### src/rtl/bft_pkg.sv
`default_nettype none
// ----------------------------------------------------------------------------
// bft_pkg: shared types and constants of the bidirectional flow table
// Result status codes, table entry layout, controller/datapath interface.
// ----------------------------------------------------------------------------
package bft_pkg;

    localparam logic [2:0] STAT_HIT     = 3'd0;
    localparam logic [2:0] STAT_NEW     = 3'd1;
    localparam logic [2:0] STAT_FULL    = 3'd2;
    localparam logic [2:0] STAT_KEEP    = 3'd3;
    localparam logic [2:0] STAT_EXPIRED = 3'd4;

    localparam int          TABLE_DEPTH   = 4096;
    localparam int          MS_PER_SEC    = 1000;
    localparam logic [31:0] TIMEOUT_RESET = 32'd30000;

    // result kinds chosen by the controller
    typedef logic [2:0] res_kind_t;
    localparam res_kind_t RES_HIT     = 3'd0;
    localparam res_kind_t RES_NEW     = 3'd1;
    localparam res_kind_t RES_FULL    = 3'd2;
    localparam res_kind_t RES_EMPTY   = 3'd3;
    localparam res_kind_t RES_KEPT    = 3'd4;
    localparam res_kind_t RES_EXPIRED = 3'd5;

    typedef struct packed {
        logic        valid;
        logic [63:0] addrs;        // low_ip, high_ip
        logic [39:0] ports_proto;  // low port, high port, protocol
        logic [47:0] first_seen;
        logic [47:0] last_seen;
        logic [31:0] packets;
        logic [47:0] bytes;
    } entry_t;

    typedef struct packed {
        logic      load_req;
        logic      div_dur;
        logic      probe_init;
        logic      probe_next;
        logic      mem_rd;
        logic      clr_we;
        logic      wr_new;
        logic      wr_hit;
        logic      wr_free;
        logic      res_set;
        res_kind_t res_kind;
        logic      res_dur;
        logic      out_load;
    } cmd_t;

    typedef struct packed {
        logic req_sweep;
        logic sweep_oob;
        logic div_busy;
        logic rd_valid;
        logic rd_match;
        logic expired;
        logic probe_last;
        logic clr_last;
        logic out_free;
    } sts_t;

endpackage
`default_nettype wire

### src/rtl/bft_ctrl.sv
`default_nettype none
// ----------------------------------------------------------------------------
// bft_ctrl: flow table controller
// Sequences the clearing pass, probing, sweep checks and result delivery.
// ----------------------------------------------------------------------------
module bft_ctrl (
    input  wire logic          aclk,
    input  wire logic          aresetn,
    input  wire logic          s_valid,
    output logic               s_ready,
    input  wire bft_pkg::sts_t sts,
    output bft_pkg::cmd_t      cmd
);
    import bft_pkg::*;

    localparam logic [3:0] S_CLEAR   = 4'd0;
    localparam logic [3:0] S_IDLE    = 4'd1;
    localparam logic [3:0] S_HASH    = 4'd2;
    localparam logic [3:0] S_PREAD   = 4'd4;
    localparam logic [3:0] S_PEVAL   = 4'd5;
    localparam logic [3:0] S_SREAD   = 4'd6;
    localparam logic [3:0] S_SEVAL   = 4'd7;
    localparam logic [3:0] S_DWAIT   = 4'd8;
    localparam logic [3:0] S_DELIVER = 4'd9;

    logic [3:0] state_reg, state_next;

    always_ff @(posedge aclk) begin
        if (!aresetn) begin
            state_reg <= S_CLEAR;
        end else begin
            state_reg <= state_next;
        end
    end

    assign s_ready = state_reg == S_IDLE;

    always_comb begin
        cmd        = '0;
        state_next = state_reg;
        case (state_reg)
            S_CLEAR: begin
                cmd.clr_we = 1'b1;
                if (sts.clr_last) begin
                    state_next = S_IDLE;
                end
            end
            S_IDLE: begin
                if (s_valid) begin
                    cmd.load_req = 1'b1;
                    state_next   = S_HASH;
                end
            end
            S_HASH: begin
                if (sts.req_sweep) begin
                    state_next = S_SREAD;
                end else begin
                    cmd.probe_init = 1'b1;
                    state_next     = S_PREAD;
                end
            end
            S_PREAD: begin
                cmd.mem_rd = 1'b1;
                state_next = S_PEVAL;
            end
            S_PEVAL: begin
                cmd.res_set = 1'b1;
                state_next  = S_DELIVER;
                if (!sts.rd_valid) begin
                    cmd.wr_new   = 1'b1;
                    cmd.res_kind = RES_NEW;
                end else if (sts.rd_match) begin
                    cmd.wr_hit   = 1'b1;
                    cmd.res_kind = RES_HIT;
                end else if (sts.probe_last) begin
                    cmd.res_kind = RES_FULL;
                end else begin
                    cmd.res_set    = 1'b0;
                    cmd.probe_next = 1'b1;
                    state_next     = S_PREAD;
                end
            end
            S_SREAD: begin
                if (sts.sweep_oob) begin
                    cmd.res_set  = 1'b1;
                    cmd.res_kind = RES_EMPTY;
                    state_next   = S_DELIVER;
                end else begin
                    cmd.mem_rd = 1'b1;
                    state_next = S_SEVAL;
                end
            end
            S_SEVAL: begin
                cmd.res_set = 1'b1;
                state_next  = S_DELIVER;
                if (!sts.rd_valid) begin
                    cmd.res_kind = RES_EMPTY;
                end else if (sts.expired) begin
                    cmd.res_kind = RES_EXPIRED;
                    cmd.wr_free  = 1'b1;
                    cmd.div_dur  = 1'b1;
                    state_next   = S_DWAIT;
                end else begin
                    cmd.res_kind = RES_KEPT;
                end
            end
            S_DWAIT: begin
                if (!sts.div_busy) begin
                    cmd.res_dur = 1'b1;
                    state_next  = S_DELIVER;
                end
            end
            S_DELIVER: begin
                if (sts.out_free) begin
                    cmd.out_load = 1'b1;
                    state_next   = S_IDLE;
                end
            end
            default: begin
                state_next = S_IDLE;
            end
        endcase
    end

`ifndef NO_ASSERTIONS
    // the table is only written while a request is being worked on or during the clearing pass
    a_no_write_idle: assert property (@(posedge aclk) disable iff (!aresetn)
        (state_reg == S_IDLE) |-> !(cmd.wr_new || cmd.wr_hit || cmd.wr_free || cmd.clr_we))
        else $error("table write while idle");

    a_one_write: assert property (@(posedge aclk) disable iff (!aresetn)
        $onehot0({cmd.wr_new, cmd.wr_hit, cmd.wr_free, cmd.clr_we}))
        else $error("more than one table write source");

    a_out_free: assert property (@(posedge aclk) disable iff (!aresetn)
        cmd.out_load |-> sts.out_free)
        else $error("result loaded over an undelivered one");

    a_clear_blocks: assert property (@(posedge aclk) disable iff (!aresetn)
        (state_reg == S_CLEAR) |-> !s_ready)
        else $error("request accepted during clearing pass");
`endif

endmodule
`default_nettype wire

### config.mk
export PLATFORM = sky130hd
export DESIGN_NAME = bft_ctrl
export DESIGN_NICKNAME = d
export VERILOG_FILES = /design/src/rtl/bft_pkg.sv /design/src/rtl/bft_ctrl.sv
export SDC_FILE = /design/constraint.sdc
export NUM_CORES = 1
export LEC_CHECK = 0
export BUFFER_PORTS_ARGS = -buffer_cell sky130_fd_sc_hd__buf_2
export CELL_PAD_IN_SITES_DETAIL_PLACEMENT = 2
export CELL_PAD_IN_SITES_GLOBAL_PLACEMENT = 2
export CORE_MARGIN = 2
export CORE_UTILIZATION = 19
export DETAILED_ROUTE_END_ITERATION = 8
export MAX_ROUTING_LAYER = met4
export PLACE_DENSITY = 0.79
export SKIP_LAST_GASP = 1
export SLEW_MARGIN = 20
export SYNTH_ARGS = -nofsm -noshare
export SYNTH_HDL_FRONTEND = slang
export SYNTH_SLANG_ARGS = --single-unit
### constraint.sdc
create_clock -name aclk -period 2.07 [get_ports aclk]
set_input_delay 0.1035 -clock aclk [delete_from_list [all_inputs] [get_ports aclk]]
set_output_delay 0.1035 -clock aclk [all_outputs]
set_load 0.02 [all_outputs]
# Word-level counts from Yosys, hierarchy flattened
# Index checks and enable logic that the tools add are counted.
dict set report totals {
  regBits 4
  latch_bits 0
  ramBits 0
  romBits 0
  mem_count 0
}
dict set report classes {
  add_sub_neg 0
  mul 0
  div 0
  order_cmp 0
  n_eq_ne 12
  shift 0
  n_mux 44
  n_bitwise 0
  n_reduce_logical 2
}
# op n
set ops {}
lappend ops {{4-bit two-way mux} 9}
lappend ops {{4-bit case mux with 9 select lines} 1}
lappend ops {{1-bit two-way mux} 26}
lappend ops {{4-bit by 3-bit == test with 1-bit output, second input constant} 4}
lappend ops {{4-bit case mux with 3 select lines} 1}
lappend ops {{2-bit two-way mux} 5}
lappend ops {{4-bit == test, second input constant} 2}
lappend ops {{2-bit inequality test, second input constant} 4}
lappend ops {{4-bit by 1-bit == test with 1-bit output, second input constant} 1}
lappend ops {{4-bit by 2-bit == test with 1-bit output, second input constant} 1}
lappend ops {{4-bit zero test} 1}
lappend ops {{4-bit AND reduction} 1}
lappend ops {{3-bit two-way mux} 1}
lappend ops {{1-bit case mux with 2 select lines} 1}

# Logic depth before layout (Yosys ltp)
dict set report depth {
  word_depth 4
  depth_mapped 5
  depth_no_buf 3
}

# Worst setup path after synthesis
# OpenSTA, ideal clock, no wires.
dict set report synth_path {
  path_kind {flip-flop to output port}
  startpoint {register state_reg[2]}
  endpoint {output cmd[7] in the netlist's numbering}
  arrival_ps 1430
  path_slack_ps 537
  stages_incl_launch_ff 5
  path_cell_list {dfxtp_1 clkbuf_1 and3b_1 nand2_1 nor3b_1}
}
# element line_no
set synth_lines {}
lappend synth_lines {{from (decl)} bft_ctrl.sv:26} ;# logic [3:0] state_reg, state_next;
lappend synth_lines {{from (signal assigned)} bft_ctrl.sv:32} ;# state_reg <= state_next;
lappend synth_lines {{to (decl)} bft_ctrl.sv:12} ;# output bft_pkg::cmd_t cmd

==> key figures <==
Clocking
  • H-Tree Depth: 1
  • CTS sink count: 4
  • Clk_lat worst skew: 0.24 ns
  • Clock-pin slew on the worst setup and hold paths: approximately 0.040 ns
  • CTS buffer count: 3
  • Hold Buf Count CTS: 0
  • Max Root-Sink Buffers: 2
  • TritonCTS clock tree: built
  • Postcts setup bufs: 0
  • Root Driver: clkbuf_4
  • Post-cts repair resize count: 0

Finish
  • Share of layout cells above drive strength 1: 36.26%
  • Area delta synth->final: 37.68%
  • Max FFs per register: 4
  • Nets@finish: 105
  • Final Non-Filler Cells: between 100 and 150
  • Inserted Diodes: 0

Critical path
  • Largest stage delay on the critical path: 0.31 ns
  • Critical path class: register to primary output
  • Crit. End Element: primary output
  • Worst endpoint required time: between 1.5 and 2 ns
  • Crit start category: register
  • Crit Path Max Fanout: 18
  • CP Data Arrival Time: ~1.6 ns
  • Critical-path cell list: buf_4 -> nor2_1 -> nand2_1 -> nor3b_1 -> buf_2
  • Worst R2R Setup Slack: 0.66 ns
  • Slowest-stage cell, CP: dfxtp_1

STA
  • Final TNS setup: 0 ns
  • Tmin final: 1.665 ns
  • Final Max Tran Viols: 0
  • Max Clk Rate: 600.5 MHz
  • Max Clock Skew: 0.003012 ns
  • Hold Vio Cnt, Final: 0
  • Unrepaired setup endpoints after global routing: false
  • Worst slew margin: 70.64%
  • Worst-Margin Slew: between 0.4 and 0.5 ns
  • Tcrit/Tclk final: 80.45%
  • Hold Slack: 0.1273 ns
  • Post-route worst setup slack: 0.4047 ns
  • # setup viols final: 0

Power
  • Leakage power: 0.3068 nW
  • VDD IR max: 0.1457 mV
  • Pwr dens: 470.9 mW/mm²
  • Final Power: about 290 µW

Synthesis
  • Largest cells by area after synthesis: dfxtp_1 18%, nand2_1 6.8%, nor2_1 6.8%, a21oi_1 5.7%, a31oi_1 4.2%
  • Dominant cell type by area after synthesis: dfxtp_1
  • Synth warn: 0
  • Post-synth top flop: dfxtp_1
  • Syn_nets: 78
  • Post-synth top cells: 8 x nand2_1, 8 x nor2_1, 5 x a21oi_1
  • Syn Inst Count: 66
  • Synth top area share: 18.13%
  • Netlist cell types: 29
  • Yosys reg bits: 4
  • Synthesized area per cell: 6.692 µm²
  • Mapped Area: 441.7 µm²
  • EDFF count, synth: 0
  • Post-synth ARST share: 0%
  • Sequential area share after synthesis: 18.13%

Min path
  • Hold/Removal Path Class: input pin to register

Detailed routing
  • DR vias/cell: 4.857
  • Iteration-0 DRC Markers: 4
  • Via count: 578
  • Final WL: 1605 µm
  • Number of remaining DRC errors: 0
  • Drt pass-1 iters: 4
  • Antenna viol nets, final: 0
  • Drt wl/cell: roughly 13 µm

Global routing
  • Initial antenna violation count: 0
  • Grt ovf: 0
  • Largest net degree at the start of global routing: 19
  • First-pass GRT wire length: roughly 2500 µm
  • Overall global routing resource usage: 12.64%
  • Vias in the first global route: approximately 530

Place
  • Gpl congestion: 0.7227
  • Placed Cells: 116
  • DP HPWL: 1236 µm
  • PortBufs: 27
  • Dpl ws: approximately 0.66 ns

Floorplanning
  • Die Y: ~52 µm
  • Initial Utilization: between 15 and 20%
  • Die ar.: between 0.002 and 0.003 mm²
  • Core area: 0.002212 mm²
  • I/O Pins: 28
  • Die X: 52.22 µm
  • Rows: 17

Flow run
  • Max-Cap Viols: 0

Run status
  • Status: complete, no violations
cell usage in the layout (no fill, tap or decap), types with 2 or more instances in the layout:
| master | synthesis | final |
|---|---|---|
| buf_2 | 0 | 27 |
| nor2_1 | 8 | 8 |
| nand2_1 | 8 | 8 |
| a21oi_1 | 5 | 5 |
| dfxtp_1 | 4 | 4 |
| a31oi_1 | 3 | 3 |
| nand2b_1 | 3 | 3 |
| clkbuf_4 | 0 | 3 |
| inv_1 | 2 | 2 |
| o21ai_0 | 2 | 2 |
| and3b_1 | 2 | 2 |
| nor3_1 | 2 | 2 |
| nor3b_1 | 2 | 2 |
| and3_1 | 2 | 2 |
| nor2b_1 | 2 | 2 |
| nor4_1 | 2 | 2 |
| nand3_1 | 2 | 2 |
area by class of cell:
cell class | count | area, µm²
tap | 28 | 35.03
clock buffer | 3 | 22.52
inverter | 2 | 7.507
sequential | 4 | 80.08
multi-input combinational | 54 | 320.3
timing repair buffer | 28 | 142.6
fill | 289 | 1604
final timing paths:
kind	cells after the start	from	endpoint
worst max-delay path	5	state_reg[1]$_SDFFE_PN0P_	cmd[14]
worst max register to register	3	state_reg[1]$_SDFFE_PN0P_	state_reg[0]$_SDFFE_PN0P_
worst min-delay path	2	aresetn	state_reg[0]$_SDFFE_PN0P_
worst min register to register	2	state_reg[3]$_SDFFE_PN0P_	state_reg[3]$_SDFFE_PN0P_
worst max-delay path, delay by kind of cell (launching register included):
family                 cells  cell delay (ns)
and+or+nand+nor            3             0.62
DFF                        1             0.31
buffers and inverters      2             0.39
per-stage QoR:
stage,utilization (%),area (µm²)
2_1_floorplan,-,441.7
3_3_place_gp,26.47,585.6
3_5_place_dp,26.47,585.6
4_1_cts,27.49,608.1
5_1_grt,27.49,608.1
6_report,27.49,608.1
layer usage:
layer	vias to the layer above	track usage, %	wire (µm)	part of all wire (%)
met1	273	16.21	706	44
met2	13	20.04	821	51
met5	-	-	0	0
met3	2	0.8571	56	3.5
met4	0	6.410	21	1.3
li1	290	-	-	-
report_power, final:
group	switching, mW	leakage (nW)	internal [mW]
Sequential	0.0136	0.0326	0.0823
Combinational	0.0532	0.260	0.0395
Clock	0.0328	0.0138	0.0649
Total	0.0997	0.307	0.187
kinds of logic (layout without fill, tap and decap cells):
family / after synthesis / count (layout) / synth area share (%)
simple gates: 40 / 40 / 51.84
compound gates: 14 / 14 / 20.68
buf+inv: 8 / 33 / 9.349
flops: 4 / 4 / 18.13
Power figures use the tool's default switching activity.
